**config.mk**
```make
export PLATFORM = sky130hd
export DESIGN_NAME = ima_adpcm_block_encoder
export DESIGN_NICKNAME = d
export VERILOG_FILES = /design/src/rtl/imaenc_pkg.sv /design/src/rtl/imaenc_front.sv /design/src/rtl/imaenc_fifo.sv /design/src/rtl/imaenc_back.sv /design/src/rtl/ima_adpcm_block_encoder.sv
export SDC_FILE = /design/constraint.sdc
export NUM_CORES = 1
export LEC_CHECK = 0
export BUFFER_PORTS_ARGS = -buffer_cell sky130_fd_sc_hd__buf_2
export CAP_MARGIN = 20
export CORE_MARGIN = 4
export CORE_UTILIZATION = 30
export CTS_CLUSTER_DIAMETER = 120
export DETAILED_ROUTE_END_ITERATION = 12
export GPL_TIMING_DRIVEN = 0
export PLACE_DENSITY = 0.46
export SLEW_MARGIN = 20
export SYNTH_ARGS = -nofsm -noshare
export SYNTH_HDL_FRONTEND = slang
export SYNTH_HIERARCHICAL = 1
export SYNTH_SLANG_ARGS = --single-unit
```
**constraint.sdc**
```tcl
create_clock -name i_clk -period 5.7 [get_ports i_clk]
set_input_delay 1.14 -clock i_clk [delete_from_list [all_inputs] [get_ports i_clk]]
set_output_delay 1.14 -clock i_clk [all_outputs]
set_load 0.01 [all_outputs]
```
**src/rtl/imaenc_pkg.sv**
```systemverilog
// Shared types, constants and tables for the IMA-ADPCM block encoder.
package imaenc_pkg;

    localparam int SAMPLE_W   = 16;
    localparam int BYTE_W     = 8;
    localparam int POS_W      = 7;
    localparam int STEP_W     = 15;
    localparam int GROUPS_W   = 8;
    localparam int CHAN_W     = 2;
    localparam int CFG_IDX_W  = 1;
    localparam int CFG_DATA_W = 8;
    // Block position: up to 2 * (1 + 8 * 255) - 1 = 4081
    localparam int CNT_W      = 12;
    localparam int NUM_W      = SAMPLE_W + 2;     // 4 * |d|
    localparam int PROD_W     = STEP_W + 4;       // step * (2q + 1)

    localparam int FIFO_DEPTH = 2;
    localparam int FIFO_AW    = $clog2(FIFO_DEPTH);
    localparam int FIFO_CW    = $clog2(FIFO_DEPTH + 1);

    // Register indexes
    localparam logic [CFG_IDX_W-1:0] REG_CHANNEL_COUNT    = 1'b0;
    localparam logic [CFG_IDX_W-1:0] REG_GROUPS_PER_BLOCK = 1'b1;

    localparam logic [CHAN_W-1:0]   CHAN_RESET   = 2'd1;
    localparam logic [GROUPS_W-1:0] GROUPS_RESET = 8'd80;

    localparam logic [POS_W-1:0] STEP_TOP = 7'd88;

    localparam logic signed [SAMPLE_W-1:0] PRED_MAX = 16'sh7FFF;
    localparam logic signed [SAMPLE_W-1:0] PRED_MIN = 16'sh8000;

    // One sample, classified by the front end
    typedef struct packed {
        logic signed [SAMPLE_W-1:0] sample;
        logic                       is_header;
        logic                       ch;
        logic [2:0]                 k;
        logic                       at_end;
    } t_job;

    localparam logic [STEP_W-1:0] STEP_SIZES [0:88] = '{
        15'd7,     15'd8,     15'd9,     15'd10,    15'd11,
        15'd12,    15'd13,    15'd14,    15'd16,    15'd17,
        15'd19,    15'd21,    15'd23,    15'd25,    15'd28,
        15'd31,    15'd34,    15'd37,    15'd41,    15'd45,
        15'd50,    15'd55,    15'd60,    15'd66,    15'd73,
        15'd80,    15'd88,    15'd97,    15'd107,   15'd118,
        15'd130,   15'd143,   15'd157,   15'd173,   15'd190,
        15'd209,   15'd230,   15'd253,   15'd279,   15'd307,
        15'd337,   15'd371,   15'd408,   15'd449,   15'd494,
        15'd544,   15'd598,   15'd658,   15'd724,   15'd796,
        15'd876,   15'd963,   15'd1060,  15'd1166,  15'd1282,
        15'd1411,  15'd1552,  15'd1707,  15'd1878,  15'd2066,
        15'd2272,  15'd2499,  15'd2749,  15'd3024,  15'd3327,
        15'd3660,  15'd4026,  15'd4428,  15'd4871,  15'd5358,
        15'd5894,  15'd6484,  15'd7132,  15'd7845,  15'd8630,
        15'd9493,  15'd10442, 15'd11487, 15'd12635, 15'd13899,
        15'd15289, 15'd16818, 15'd18500, 15'd20350, 15'd22385,
        15'd24623, 15'd27086, 15'd29794, 15'd32767
    };

    // Step index adjustment by code magnitude
    function automatic logic signed [4:0] step_move(input logic [2:0] q);
        logic signed [4:0] mv;
        case (q)
            3'd4:    mv = 5'sd2;
            3'd5:    mv = 5'sd4;
            3'd6:    mv = 5'sd6;
            3'd7:    mv = 5'sd8;
            default: mv = -5'sd1;
        endcase
        return mv;
    endfunction

endpackage

```
**src/rtl/imaenc_front.sv**
```systemverilog
// Front end: configuration registers, block position counter, sample classification.
module imaenc_front import imaenc_pkg::*; (
    input  logic                       i_clk,
    input  logic                       i_rst_n,
    input  logic                       i_in_valid,
    output logic                       o_in_stall,
    input  logic signed [SAMPLE_W-1:0] i_sample_value,
    input  logic                       i_cfg_we,
    input  logic [CFG_IDX_W-1:0]       i_cfg_index,
    input  logic [CFG_DATA_W-1:0]      i_cfg_data,
    input  logic                       i_full,
    output logic                       o_push,
    output t_job                       o_job
);

    logic [CHAN_W-1:0]   r_chan;
    logic [GROUPS_W-1:0] r_groups;
    logic [CNT_W-1:0]    r_count;
    logic [CNT_W-1:0]    n_count;

    logic                stereo;
    logic [GROUPS_W-1:0] groups_eff;
    logic [CNT_W-1:0]    last_pos;
    logic [CNT_W-1:0]    pos;
    logic [CNT_W-1:0]    code_pos;
    logic                at_end;

    assign stereo     = r_chan[1];
    assign groups_eff = (r_groups == '0) ? GROUPS_W'(1) : r_groups;

    // Last position: mono 8g, stereo 16g + 1
    assign last_pos = stereo ? ({groups_eff, 4'b0000} + CNT_W'(1))
                             : {1'b0, groups_eff, 3'b000};

    assign pos      = (r_count > last_pos) ? '0 : r_count;
    assign at_end   = (pos == last_pos);
    assign n_count  = at_end ? '0 : pos + CNT_W'(1);
    assign code_pos = pos - (stereo ? CNT_W'(2) : CNT_W'(1));

    assign o_in_stall = i_full;
    assign o_push     = i_in_valid && !i_full;

    // Classify the sample
    always_comb begin
        o_job.sample    = i_sample_value;
        o_job.at_end    = at_end;
        o_job.is_header = stereo ? (pos < CNT_W'(2)) : (pos < CNT_W'(1));
        if (o_job.is_header) begin
            o_job.ch = pos[0] & stereo;
            o_job.k  = '0;
        end else if (stereo) begin
            o_job.ch = code_pos[0];
            o_job.k  = code_pos[3:1];
        end else begin
            o_job.ch = 1'b0;
            o_job.k  = code_pos[2:0];
        end
    end

    // Registers and counter; a register write restarts the block
    always_ff @(posedge i_clk) begin
        if (!i_rst_n) begin
            r_chan   <= CHAN_RESET;
            r_groups <= GROUPS_RESET;
            r_count  <= '0;
        end else if (i_cfg_we) begin
            r_count <= '0;
            case (i_cfg_index)
                REG_CHANNEL_COUNT:    r_chan   <= i_cfg_data[CHAN_W-1:0];
                REG_GROUPS_PER_BLOCK: r_groups <= i_cfg_data[GROUPS_W-1:0];
                default: ;
            endcase
        end else if (o_push) begin
            r_count <= n_count;
        end
    end

endmodule

```
**src/rtl/imaenc_fifo.sv**
```systemverilog
// Short item queue between front end and back end.
module imaenc_fifo import imaenc_pkg::*; (
    input  logic i_clk,
    input  logic i_rst_n,
    input  logic i_push,
    input  t_job i_job,
    input  logic i_pop,
    output t_job o_job,
    output logic o_valid,
    output logic o_full
);

    t_job               r_mem [FIFO_DEPTH];
    logic [FIFO_AW-1:0] r_wptr;
    logic [FIFO_AW-1:0] r_rptr;
    logic [FIFO_CW-1:0] r_cnt;

    logic do_push;
    logic do_pop;

    assign o_full  = (r_cnt == FIFO_CW'(FIFO_DEPTH));
    assign o_valid = (r_cnt != '0);
    assign o_job   = r_mem[r_rptr];
    assign do_push = i_push && !o_full;
    assign do_pop  = i_pop && o_valid;

    // Storage
    always_ff @(posedge i_clk) begin
        if (do_push) begin
            r_mem[r_wptr] <= i_job;
        end
    end

    // Pointers and fill count
    always_ff @(posedge i_clk) begin
        if (!i_rst_n) begin
            r_wptr <= '0;
            r_rptr <= '0;
            r_cnt  <= '0;
        end else begin
            if (do_push) begin
                r_wptr <= (r_wptr == FIFO_AW'(FIFO_DEPTH - 1)) ? '0 : r_wptr + FIFO_AW'(1);
            end
            if (do_pop) begin
                r_rptr <= (r_rptr == FIFO_AW'(FIFO_DEPTH - 1)) ? '0 : r_rptr + FIFO_AW'(1);
            end
            case ({do_push, do_pop})
                2'b10:   r_cnt <= r_cnt + FIFO_CW'(1);
                2'b01:   r_cnt <= r_cnt - FIFO_CW'(1);
                default: r_cnt <= r_cnt;
            endcase
        end
    end

endmodule

```
**src/rtl/imaenc_back.sv**
```systemverilog
// Back end: quantizer, predictor update, nibble packing and byte output register.
module imaenc_back import imaenc_pkg::*; (
    input  logic               i_clk,
    input  logic               i_rst_n,
    input  t_job               i_job,
    input  logic               i_job_valid,
    output logic               o_job_pop,
    output logic               o_out_valid,
    input  logic               i_out_stall,
    output logic [BYTE_W-1:0]  o_out_byte,
    output logic               o_run_last,
    output logic               o_block_last
);

    typedef enum logic [2:0] {
        S_IDLE,
        S_PREP,
        S_DIV,
        S_MUL,
        S_UPD,
        S_EMIT
    } t_state;

    t_state                     r_state;
    t_job                       r_job;
    logic signed [SAMPLE_W-1:0] r_pred [2];
    logic [POS_W-1:0]           r_pos  [2];
    logic [3:0]                 r_pend [2];
    logic [BYTE_W-1:0]          r_hold [3];
    logic [NUM_W-1:0]           r_num;
    logic [STEP_W-1:0]          r_step;
    logic                       r_neg;
    logic [2:0]                 r_q;
    logic [1:0]                 r_dbit;
    logic [PROD_W-1:0]          r_prod;
    logic [BYTE_W-1:0]          r_ebuf [4];
    logic [1:0]                 r_eidx;
    logic [1:0]                 r_elast;
    logic                       r_eblk;
    logic                       r_out_valid;
    logic [BYTE_W-1:0]          r_out_byte;
    logic                       r_out_run_last;
    logic                       r_out_block_last;

    logic signed [SAMPLE_W-1:0] cur_pred;
    logic [POS_W-1:0]           cur_pos;
    logic [POS_W-1:0]           pos_c;
    logic signed [SAMPLE_W:0]   delta;
    logic [SAMPLE_W:0]          mag;
    logic [NUM_W-1:0]           shifted;
    logic                       num_ge;
    logic [SAMPLE_W-1:0]        move;
    logic signed [SAMPLE_W+1:0] pred_sum;
    logic signed [SAMPLE_W-1:0] pred_new;
    logic signed [8:0]          pos_sum;
    logic [POS_W-1:0]           pos_new;
    logic [3:0]                 code;
    logic [BYTE_W-1:0]          packed_byte;
    logic                       out_free;
    logic                       emit_now;

    // Current channel state
    assign cur_pred = r_pred[r_job.ch];
    assign cur_pos  = r_pos[r_job.ch];
    assign pos_c    = (cur_pos > STEP_TOP) ? STEP_TOP : cur_pos;

    // Difference and magnitude
    assign delta = $signed({r_job.sample[SAMPLE_W-1], r_job.sample})
                 - $signed({cur_pred[SAMPLE_W-1], cur_pred});
    assign mag   = delta[SAMPLE_W] ? (~delta + 1'b1) : delta;

    // One quotient bit per cycle; the first step checks for saturation at 7
    assign shifted = NUM_W'(r_step) << r_dbit;
    assign num_ge  = (r_num >= shifted);

    // Predictor update with 16-bit saturation
    assign move     = r_prod[PROD_W-1:3];
    assign pred_sum = r_neg ? ($signed({{2{cur_pred[SAMPLE_W-1]}}, cur_pred})
                               - $signed({2'b00, move}))
                            : ($signed({{2{cur_pred[SAMPLE_W-1]}}, cur_pred})
                               + $signed({2'b00, move}));
    always_comb begin
        if (pred_sum > $signed({{2{PRED_MAX[SAMPLE_W-1]}}, PRED_MAX})) begin
            pred_new = PRED_MAX;
        end else if (pred_sum < $signed({{2{PRED_MIN[SAMPLE_W-1]}}, PRED_MIN})) begin
            pred_new = PRED_MIN;
        end else begin
            pred_new = pred_sum[SAMPLE_W-1:0];
        end
    end

    // Step index update, clamped to 0..88
    assign pos_sum = $signed({2'b00, pos_c}) + 9'(step_move(r_q));
    always_comb begin
        if (pos_sum < 9'sd0) begin
            pos_new = '0;
        end else if (pos_sum > $signed({2'b00, STEP_TOP})) begin
            pos_new = STEP_TOP;
        end else begin
            pos_new = pos_sum[POS_W-1:0];
        end
    end

    assign code        = {r_neg, r_q};
    assign packed_byte = {code, r_pend[r_job.ch]};

    assign out_free  = !r_out_valid || !i_out_stall;
    assign emit_now  = (r_state == S_EMIT) && out_free;
    assign o_job_pop = (r_state == S_IDLE) && i_job_valid;

    assign o_out_valid  = r_out_valid;
    assign o_out_byte   = r_out_byte;
    assign o_run_last   = r_out_run_last;
    assign o_block_last = r_out_block_last;

    // Sequencer, channel state and output register
    always_ff @(posedge i_clk) begin
        if (!i_rst_n) begin
            r_state     <= S_IDLE;
            r_pred[0]   <= '0;
            r_pred[1]   <= '0;
            r_pos[0]    <= '0;
            r_pos[1]    <= '0;
            r_pend[0]   <= '0;
            r_pend[1]   <= '0;
            r_hold[0]   <= '0;
            r_hold[1]   <= '0;
            r_hold[2]   <= '0;
            r_out_valid <= 1'b0;
        end else begin
            // Output valid: set on a new byte, cleared once the byte is taken
            if (emit_now) begin
                r_out_valid <= 1'b1;
            end else if (!i_out_stall) begin
                r_out_valid <= 1'b0;
            end
            case (r_state)
                S_IDLE: begin
                    if (i_job_valid) begin
                        r_job <= i_job;
                        if (i_job.is_header) begin
                            // Header: predictor low, high, step index, zero
                            r_pred[i_job.ch] <= i_job.sample;
                            r_ebuf[0] <= i_job.sample[7:0];
                            r_ebuf[1] <= i_job.sample[15:8];
                            r_ebuf[2] <= {1'b0, r_pos[i_job.ch]};
                            r_ebuf[3] <= '0;
                            r_eidx    <= 2'd0;
                            r_elast   <= 2'd3;
                            r_eblk    <= i_job.at_end;
                            r_state   <= S_EMIT;
                        end else begin
                            r_state <= S_PREP;
                        end
                    end
                end
                S_PREP: begin
                    r_num   <= {mag[SAMPLE_W-1:0], 2'b00};
                    r_step  <= STEP_SIZES[pos_c];
                    r_neg   <= delta[SAMPLE_W];
                    r_q     <= '0;
                    r_dbit  <= 2'd3;
                    r_state <= S_DIV;
                end
                S_DIV: begin
                    if (r_dbit == 2'd3) begin
                        if (num_ge) begin
                            r_q     <= 3'd7;
                            r_state <= S_MUL;
                        end else begin
                            r_dbit <= 2'd2;
                        end
                    end else begin
                        if (num_ge) begin
                            r_num <= r_num - shifted;
                            r_q   <= r_q | (3'b001 << r_dbit);
                        end
                        if (r_dbit == 2'd0) begin
                            r_state <= S_MUL;
                        end else begin
                            r_dbit <= r_dbit - 2'd1;
                        end
                    end
                end
                S_MUL: begin
                    r_prod  <= PROD_W'(r_step) * PROD_W'({r_q, 1'b1});
                    r_state <= S_UPD;
                end
                S_UPD: begin
                    r_pred[r_job.ch] <= pred_new;
                    r_pos[r_job.ch]  <= pos_new;
                    if (!r_job.k[0]) begin
                        // Low nibble waits for its partner
                        r_pend[r_job.ch] <= code;
                        r_state <= S_IDLE;
                    end else if (!r_job.ch) begin
                        r_ebuf[0] <= packed_byte;
                        r_eidx    <= 2'd0;
                        r_elast   <= 2'd0;
                        r_eblk    <= r_job.at_end;
                        r_state   <= S_EMIT;
                    end else if (r_job.k != 3'd7) begin
                        // Right channel bytes wait for the end of the group
                        r_hold[r_job.k[2:1]] <= packed_byte;
                        r_state <= S_IDLE;
                    end else begin
                        r_ebuf[0] <= r_hold[0];
                        r_ebuf[1] <= r_hold[1];
                        r_ebuf[2] <= r_hold[2];
                        r_ebuf[3] <= packed_byte;
                        r_eidx    <= 2'd0;
                        r_elast   <= 2'd3;
                        r_eblk    <= r_job.at_end;
                        r_state   <= S_EMIT;
                    end
                end
                S_EMIT: begin
                    if (out_free) begin
                        r_out_byte       <= r_ebuf[r_eidx];
                        r_out_run_last   <= (r_eidx == r_elast);
                        r_out_block_last <= (r_eidx == r_elast) && r_eblk;
                        if (r_eidx == r_elast) begin
                            r_state <= S_IDLE;
                        end else begin
                            r_eidx <= r_eidx + 2'd1;
                        end
                    end
                end
                default: r_state <= S_IDLE;
            endcase
        end
    end

`ifndef SYNTHESIS
    a_pos_range: assert property (@(posedge i_clk) disable iff (!i_rst_n)
        (r_pos[0] <= STEP_TOP) && (r_pos[1] <= STEP_TOP))
        else $error("step index out of range");

    a_block_last_run: assert property (@(posedge i_clk) disable iff (!i_rst_n)
        (o_out_valid && o_block_last) |-> o_run_last)
        else $error("block end not on the last byte of a sample");

    a_div_remainder: assert property (@(posedge i_clk) disable iff (!i_rst_n)
        (r_state == S_MUL) |-> ((r_q == 3'd7) || (r_num < NUM_W'(r_step))))
        else $error("quotient remainder not below step");

    a_emit_index: assert property (@(posedge i_clk) disable iff (!i_rst_n)
        (r_state == S_EMIT) |-> (r_eidx <= r_elast))
        else $error("byte index past last byte");
`endif

endmodule

```
**src/rtl/ima_adpcm_block_encoder.sv**
```systemverilog
// IMA-ADPCM block encoder top level: front end, item queue, back end.
// A header item passes through the queue, the back end's byte buffer and the output register;
// its bytes then follow one a cycle while the output is not stalled. A coded item that completes
// a byte is first sequenced by the back end (three-bit quotient with early exit at 7, multiply,
// update) before byte emission; the back end takes a new item only once it is idle again.
// Reset (synchronous, active low) sets mono, 80 groups, and clears predictors, step indexes, queue.
module ima_adpcm_block_encoder import imaenc_pkg::*; (
    input  logic                       i_clk,
    input  logic                       i_rst_n,
    input  logic                       i_in_valid,
    output logic                       o_in_stall,
    input  logic signed [SAMPLE_W-1:0] i_sample_value,
    output logic                       o_out_valid,
    input  logic                       i_out_stall,
    output logic [BYTE_W-1:0]          o_out_byte,
    output logic                       o_run_last,
    output logic                       o_block_last,
    input  logic                       i_cfg_we,
    input  logic [CFG_IDX_W-1:0]       i_cfg_index,
    input  logic [CFG_DATA_W-1:0]      i_cfg_data
);

    t_job push_job;
    t_job pop_job;
    logic push;
    logic pop;
    logic q_valid;
    logic q_full;

    // Accept and classify samples
    imaenc_front u_front (
        .i_clk          (i_clk),
        .i_rst_n        (i_rst_n),
        .i_in_valid     (i_in_valid),
        .o_in_stall     (o_in_stall),
        .i_sample_value (i_sample_value),
        .i_cfg_we       (i_cfg_we),
        .i_cfg_index    (i_cfg_index),
        .i_cfg_data     (i_cfg_data),
        .i_full         (q_full),
        .o_push         (push),
        .o_job          (push_job)
    );

    // Decouple the two sides
    imaenc_fifo u_fifo (
        .i_clk   (i_clk),
        .i_rst_n (i_rst_n),
        .i_push  (push),
        .i_job   (push_job),
        .i_pop   (pop),
        .o_job   (pop_job),
        .o_valid (q_valid),
        .o_full  (q_full)
    );

    // Encode and emit bytes
    imaenc_back u_back (
        .i_clk        (i_clk),
        .i_rst_n      (i_rst_n),
        .i_job        (pop_job),
        .i_job_valid  (q_valid),
        .o_job_pop    (pop),
        .o_out_valid  (o_out_valid),
        .i_out_stall  (i_out_stall),
        .o_out_byte   (o_out_byte),
        .o_run_last   (o_run_last),
        .o_block_last (o_block_last)
    );

endmodule

```
==> key figures, run 1 <==
Global route
  • Vias in the first global route: 15390
  • First-pass GRT wire length: roughly 90000 um
  • Grt total ovfl: 0
  • All-Layer GR Usage: 0.1690
  • Initial antenna violation count: 1
  • Largest net degree at the start of global routing: 25

Detailed routing
  • Post-Route WL: about 60000 um
  • # DRC: 0
  • Routed WL per cell: just over 20 um
  • Vias: around 15000
  • DRT iter0 DRCs: around 1000
  • Vias per cell: about 5.2
  • Antenna viol nets, final: 0
  • 1st-pass router iterations: 5

STA
  • Post-route minimum period: ~5200 ps
  • Slew Limit Fails: 0
  • Actual slew at the worst max-slew pin: 1087 ps
  • Crit share post-route: 0.9164
  • Slew HR: 0.2751
  • Final setup margin: 476.6 ps
  • Max Clk Rate: approximately 0.19 GHz
  • Final setup TNS: 0 ps
  • Setup Viol. Count Final: 0
  • Final Hold Fails: 0
  • Max Clock Skew: 15.55 ps
  • RSZ-0062 raised after global routing: no

Run
  • Max Cap Violations: 0

CTS
  • CTS max path bufs: 3
  • Root Buffer: clkbuf_16
  • Inserted Clock Buffers: 36
  • Sink Count: 275
  • Skew-Pair Late Insertion Delay: between 500 and 600 ps
  • CTS clock-pin slew for the worst setup and hold paths: about 60 ps
  • PostCTS Resize Cnt: 0
  • Post-CTS Hold Fix Bufs: 0
  • Post-CTS setup buffers: 0
  • CTS tree: built
  • H-tree Lvls: 2

Finish
  • Most frequent cells in the layout: 244 x edfxtp_1, 219 x nand2_1, 162 x nor2_1
  • Area delta synth->final: 12.16%
  • Fin cells: between 2000 and 3000
  • Design area: 21880 um2
  • NumNets Final: between 2000 and 2500
  • Area of the multi-input gates: 10620 um2
  • Fin util: 0.3394
  • Most common cell after layout, fill and taps aside: edfxtp_1
  • Layout cells sized above 1: 0.1163
  • Antenna cell count: 0
  • Number of fill cells: around 6700
  • Storage cell area: between 7000 and 8000 um2

Synthesis
  • Synth top area share: 0.3756
  • Register bit count reported by yosys: between 200 and 300
  • Post-Syn Area: about 20000 um2
  • Register area share after synthesis: 0.4074
  • Synth Area per Inst: 9.932 um2
  • Post-synth cell types: between 100 and 150
  • Post-synth top flop: edfxtp_1
  • Post-synth EDFFs: ~240
  • Synthesized instance count: just under 2000
  • Synth area leaders: edfxtp_1 38%, ha_1 7.4%, nand2_1 4.2%
  • Ys Warns: 6
  • Yosys top cell by area: edfxtp_1
  • FFs w/ async S/R, synth: 0
  • Syn Nets: 2140

Setup path
  • R2R setup slack: roughly 480 ps
  • Crit path launch: u_back/r_q[0]$_SDFFCE_PN0P_
  • Crit path DAT: ~5500 ps
  • Critical Path Sink Type: flop
  • R2R Path Start: u_back/r_q[0]$_SDFFCE_PN0P_
  • Worst path required time: 5980 ps
  • Crit start category: flop
  • Worst-path fanout max: 10
  • CP endpoint: u_back/r_prod[18]$_DFFE_PP_
  • Reg2Reg Depth: 16
  • Critical path type: flop to flop
  • Reg-to-reg endpoint: u_back/r_prod[18]$_DFFE_PP_

Placed design
  • Placed insts: roughly 2800
  • DP Worst Slack: roughly 96 ps
  • Cell Area, Placed: a little over 20000 um2
  • Port Buffers: 25
  • Hpwl dp: 45590 um
  • GP Congestion: 0.8907

Power
  • Clk pwr share: 0.195
  • Gate power share: 0.545
  • Leakage: between 8 and 9 nW
  • P_sw: roughly 5.0 mW
  • Sequential Power Share: 0.260
  • Switch share: 0.4380
  • Maximum VDD drop: roughly 0.24 mV
  • PwrDens: between 500 and 600 nW/um2
  • Int Pwr: roughly 6.4 mW

Floorplan
  • Ports: 42
  • Core box area: between 60000 and 70000 um2
  • Starting Density: 0.3026
  • # rows: 93
  • Die Y: around 260 um
  • Die width: roughly 260 um
  • Die area: about 70000 um2

Worst hold path
  • Min-Delay Path Class: flop to flop

Outcome
  • Status: finished, final reports clean
[power by group through the flow]
stage               Combinational, mW  Clock [mW]  Sequential (mW)
global route                     6.85        2.38             3.01
floorplan                        4.44           0             2.94
global placement                 6.20           0             3.01
finish                           6.22        2.23             2.97
detailed placement               6.20           0             3.02
CTS                              6.24        2.30             2.98
[cells by family (layout without fill, tap and decap cells)]
| kind of cell | count (synthesis) | count (layout) | synth area share |
|---|---|---|---|
| flops | 275 | 275 | 0.4074 |
| compound gates | 505 | 505 | 0.1808 |
| buf+inv | 220 | 311 | 0.04913 |
| xor+xnor | 97 | 97 | 0.04394 |
| fa+ha+maj | 146 | 146 | 0.1056 |
| simple gates | 625 | 625 | 0.1544 |
| mux | 96 | 96 | 0.05876 |
[synth_stat cells (all sizes together), types with 5 or more instances]
master	count
fa	31
dfxtp	31
xnor2	67
a2111oi	5
a211oi	26
a31oi	25
clkbuf	60
o22ai	10
o21bai	9
o21a	33
nor2b	24
xor2	30
nor3	24
a21oi	130
nor4	12
and3	16
o31ai	13
or3	23
o211ai	20
mux2	35
a221o	29
nor2	168
a21boi	13
buf	49
nand3	34
and2	37
nand4	16
nand2b	17
inv	109
nand2	221
o21ai	93
mux4	10
ha	115
a21o	28
a22oi	9
edfxtp	244
or2	9
a221oi	6
a32o	5
nor3b	6
o221ai	7
mux2i	51
[area by class of cell]
class	instances	share of cell area
multi-input cells	1469	0.4852
flip-flops and latches	275	0.3633
well taps	855	0.04890
clock buffers	52	0.04575
plain buffers	108	0.02454
inverters	111	0.01910
clock inverters	14	0.007149
repair buffers	26	0.006062
[worst max-delay path, cell delays in order, from the launching register on]
cell and delay, ps:
edfxtp_1 310, clkbuf_1 530, clkbuf_1 500, nand2_1 130, fa_1 480, fa_1 510
inv_1 70, fa_1 460, a21o_1 200, a21oi_1 240, o21bai_1 130, a21boi_1 210
o31ai_1 160, or4b_1 490, a31o_2 240, a21oi_1 170, xnor2_1 120
[state kept, by name, indices dropped and copies added, names as in the netlist, 2 cells and up, named ones only]
| name | count |
|---|---|
| u_fifo/r_mem | 44 |
| u_back/r_ebuf | 32 |
| u_back/r_pred | 32 |
| u_back/r_hold | 24 |
| u_back/r_job | 21 |
| u_back/r_num | 18 |
| u_back/r_prod | 16 |
| u_back/r_step | 15 |
| u_back/r_pos | 14 |
| u_front/r_count | 12 |
| u_back/o_out_byte | 8 |
| u_back/r_pend | 8 |
| u_front/r_groups | 8 |
| u_back/r_q | 3 |
| u_back/r_state | 3 |
| u_back/r_dbit | 2 |
| u_back/r_eidx | 2 |
| u_fifo/r_cnt | 2 |
[stage by stage]
step	power (mW)	hold WS, ps
after CTS	11.52	492.2
after floorplan	7.386	457.0
after global placement	9.207	464.4
after global routing	12.23	530.0
after detailed placement	9.220	484.4
final	11.42	487.6
[worst min path at each step]
stage | startpoint | to | depth (start not counted)
4_1_cts | u_fifo/r_wptr$_SDFFE_PN0N_ | u_fifo/r_wptr$_SDFFE_PN0N_ | 2
3_3_place_gp | u_fifo/r_wptr$_SDFFE_PN0N_ | u_fifo/r_wptr$_SDFFE_PN0N_ | 2
6_report | u_fifo/r_wptr$_SDFFE_PN0N_ | u_fifo/r_wptr$_SDFFE_PN0N_ | 2
5_1_grt | u_fifo/r_wptr$_SDFFE_PN0N_ | u_fifo/r_wptr$_SDFFE_PN0N_ | 2
2_1_floorplan | u_fifo/r_wptr$_SDFFE_PN0N_ | u_fifo/r_wptr$_SDFFE_PN0N_ | 2
3_5_place_dp | u_fifo/r_wptr$_SDFFE_PN0N_ | u_fifo/r_wptr$_SDFFE_PN0N_ | 2
[routing by layer]
layer | vias up | track usage | wire length, um
li1 | 7336 | - | -
met1 | 7463 | 0.2287 | 27540
met2 | 387 | 0.2827 | 28210
met3 | 79 | 0.02617 | 2916
met4 | 0 | 0.04607 | 1415
met5 | - | 0 | 0
Power figures use the tool's default switching activity.
==> run 2, diff against run 1 <==
--- a/config.mk
+++ b/config.mk
@@ -5,12 +5,12 @@
 export SDC_FILE = /design/constraint.sdc
 export NUM_CORES = 1
 export LEC_CHECK = 0
-export BUFFER_PORTS_ARGS = -buffer_cell sky130_fd_sc_hd__buf_2
 export CAP_MARGIN = 20
 export CORE_MARGIN = 4
 export CORE_UTILIZATION = 30
 export CTS_CLUSTER_DIAMETER = 120
 export DETAILED_ROUTE_END_ITERATION = 12
+export DONT_BUFFER_PORTS = 1
 export GPL_TIMING_DRIVEN = 0
 export PLACE_DENSITY = 0.46
 export SLEW_MARGIN = 20
==> run 2 against run 1 <==
Final area down 0.57%. Clock power about the same. Non-clock buffer count down 25. Die area unchanged. Global-route usage down 0.087 points. Clock skew up 12 ps. Critical endpoint unchanged. Largest cell class unchanged. Highest routed layer unchanged.
==> key figures, run 2 (synthesis results as in run 1) <==
Outcome
  • Status: finished, final reports clean (unchanged)

Placed design
  • Placed insts: 2820 (was 2845)
  • Hpwl dp: 45150 um (was 45590 um)
  • Port Buffers: 0 (was 25)
  • GP Congestion: 0.8963 (was 0.8907)
  • DP Worst Slack: 105.1 ps (was 95.80 ps)

Detailed routing
  • 1st-pass router iterations: 5 (unchanged)
  • Post-Route WL: 59320 um (was 60080 um)
  • Antenna viol nets, final: 0 (unchanged)
  • Vias: 15230 (was 15270)
  • Vias per cell: 5.288 (was 5.246)
  • DRT iter0 DRCs: 1076 (was 1046)
  • # DRC: 0 (unchanged)
  • Routed WL per cell: 20.60 um (was 20.65 um)

CTS
  • Post-CTS setup buffers: 0 (unchanged)
  • CTS max path bufs: 3 (unchanged)
  • Root Buffer: clkbuf_16 (unchanged)
  • CTS clock-pin slew for the worst setup and hold paths: 50 ps (was 60 ps)
  • Sink Count: 275 (unchanged)
  • CTS tree: built (unchanged)
  • Post-CTS Hold Fix Bufs: 0 (unchanged)
  • H-tree Lvls: 2 (unchanged)
  • Inserted Clock Buffers: 34 (was 36)
  • PostCTS Resize Cnt: 0 (unchanged)
  • Skew-Pair Late Insertion Delay: 550 ps (about the same)

Finish
  • Max FFs per register: 44 (unchanged)
  • Layout cells sized above 1: 0.1057 (was 0.1163)
  • NumNets Final: 2176 (was 2203)
  • Storage cell area: 7948 um2 (unchanged)
  • Top reg by flops: u_fifo/r_mem (unchanged)
  • Area delta synth->final: 11.51% (was 12.16%)
  • Area of the multi-input gates: 10620 um2 (about the same)
  • Antenna cell count: 0 (unchanged)
  • Fin cells: 2880 (was 2910)
  • Most frequent cells in the layout: 244 x edfxtp_1, 219 x nand2_1, 162 x nor2_1 (unchanged)
  • Most common cell after layout, fill and taps aside: edfxtp_1 (unchanged)
  • Number of fill cells: 6622 (was 6675)
  • Fin util: 0.3374 (was 0.3394)
  • Largest registers: u_fifo/r_mem (44), u_back/r_ebuf (32), u_back/r_pred (32) (unchanged)

Setup path
  • Crit path launch: u_back/r_q[0]$_SDFFCE_PN0P_ (unchanged)
  • Largest delay share family, worst path: adder cells (unchanged)
  • Critical Path Sink Type: flop (unchanged)
  • Crit start category: flop (unchanged)
  • Worst-path fanout max: 10 (unchanged)
  • Crit path largest cell delay: 510 ps (was 530 ps)
  • Critical path type: flop to flop (unchanged)
  • Crit path DAT: 5390 ps (was 5510 ps)
  • CP bufs+invs: 3 (unchanged)
  • R2R Path Start: u_back/r_q[0]$_SDFFCE_PN0P_ (unchanged)
  • CP cell instances: clkbuf_1 -> clkbuf_1 -> nand2_1 -> fa_1 -> fa_1 -> inv_1 -> fa_1 -> a21o_1 -> a21oi_1 -> o21bai_1 -> a21boi_1 -> o31ai_1 -> or4b_1 -> a31o_2 -> a21oi_1 -> xnor2_1 (unchanged)
  • Worst path required time: 5980 ps (about the same)
  • Critical path's slowest cell: clkbuf_1 (unchanged)
  • Crit-path most repeated cell: fa_1 (unchanged)

Power
  • Clk pwr share: 0.197 (was 0.195)
  • PwrDens: 523.4 nW/um2 (was 521.8 nW/um2)
  • P_sw: 4.932 mW (was 5.000 mW)
  • Maximum VDD drop: 0.1947 mV (was 0.2388 mV)
  • Gate power share: 0.541 (was 0.545)
  • Int Pwr: 6.454 mW (was 6.415 mW)
  • Sequential Power Share: 0.262 (was 0.260)
  • Switch share: 0.4332 (was 0.4380)
  • Leakage: 8.427 nW (was 8.528 nW)

Global route
  • First-pass GRT wire length: 92000 um (was 92370 um)
  • Largest net degree at the start of global routing: 25 (unchanged)
  • Grt total ovfl: 0 (unchanged)
  • All-Layer GR Usage: 0.1681 (was 0.1690)
  • Initial antenna violation count: 1 (unchanged)
  • Vias in the first global route: 15170 (was 15390)

STA
  • Max Clk Rate: 0.1958 GHz (was 0.1914 GHz)
  • Slew Limit Fails: 0 (unchanged)
  • Actual slew at the worst max-slew pin: 964.2 ps (was 1087 ps)
  • Max Clock Skew: 27.57 ps (was 15.55 ps)
  • Slew HR: 0.3572 (was 0.2751)
  • Post-route minimum period: 5107 ps (was 5223 ps)
  • Final setup margin: 593.2 ps (was 476.6 ps)
  • RSZ-0062 raised after global routing: no (unchanged)
  • Worst hold-check slack: 495.8 ps (was 487.6 ps)
  • Setup Viol. Count Final: 0 (unchanged)
  • Final setup TNS: 0 ps (unchanged)
  • Final Hold Fails: 0 (unchanged)
  • Crit share post-route: 0.8959 (was 0.9164)

Floorplan
  • Core box area: 64460 um2 (unchanged)
  • # rows: 93 (unchanged)
  • Die area: 69160 um2 (unchanged)
  • Ports: 42 (unchanged)
  • Die Y: 263.0 um (unchanged)
  • Starting Density: 0.3026 (unchanged)
  • Die width: 263.0 um (unchanged)

Worst hold path
  • Min-Delay Path Class: flop to flop (unchanged)
  • Worst hold start: u_fifo/r_wptr$_SDFFE_PN0N_ (unchanged)

Run
  • Max Cap Violations: 0 (unchanged)
## run 2: cell type report
cell class	count	share of cell area
Inverter	111	0.01921
Multi-Input combinational cell	1469	0.4883
Buffer	108	0.02468
Clock buffer	36	0.03946
Sequential cell	275	0.3654
Timing Repair Buffer	1	0.0003451
Clock inverter	25	0.01346
Tap cell	855	0.04918
## run 2: metal layers
| metal | wire, um | up-vias | share of wire | GRT usage |
|---|---|---|---|---|
| met5 | 0 | - | 0 | 0 |
| met4 | 1294 | 0 | 0.022 | 0.04335 |
| met3 | 2704 | 76 | 0.046 | 0.02467 |
| met2 | 27990 | 366 | 0.47 | 0.2818 |
| met1 | 27330 | 7515 | 0.46 | 0.2289 |
| li1 | - | 7272 | - | - |
## run 2: worst reg2reg max path, stage by stage, from the launching register on
cell and delay [ps]:
edfxtp_1 310, clkbuf_1 440, clkbuf_1 520, nand2_1 140, fa_1 490, fa_1 510
inv_1 70, fa_1 460, a21o_1 200, a21oi_1 210, o21bai_1 120, a21boi_1 210
o31ai_1 150, or4b_1 480, a31o_2 240, a21oi_1 170, xnor2_1 110
## run 2: worst paths after layout
kind	end	slack (ps)	depth (start not counted)
hold / removal	u_fifo/r_wptr$_SDFFE_PN0N_	500	2
hold reg to reg	u_fifo/r_wptr$_SDFFE_PN0N_	500	2
setup / recovery	u_back/r_prod[18]$_DFFE_PP_	590	16
setup reg to reg	u_back/r_prod[18]$_DFFE_PP_	590	16
## run 2: per-stage QoR
step,power (mW),instance area (um2)
floorplan,7.386,19510
global placement,9.160,20580
detailed placement,9.148,20600
CTS,11.48,21750
global route,12.24,21750
finish,11.39,21750
## run 2: power by group through the flow
stage                     combinational [mW]  clock [mW]  sequential [mW]
final                                   6.16        2.24             2.98
after global routing                    6.83        2.40             3.01
after CTS                               6.18        2.32             2.98
after detailed placement                6.12           0             3.02
after global placement                  6.14           0             3.02
after floorplan                         4.44           0             2.94
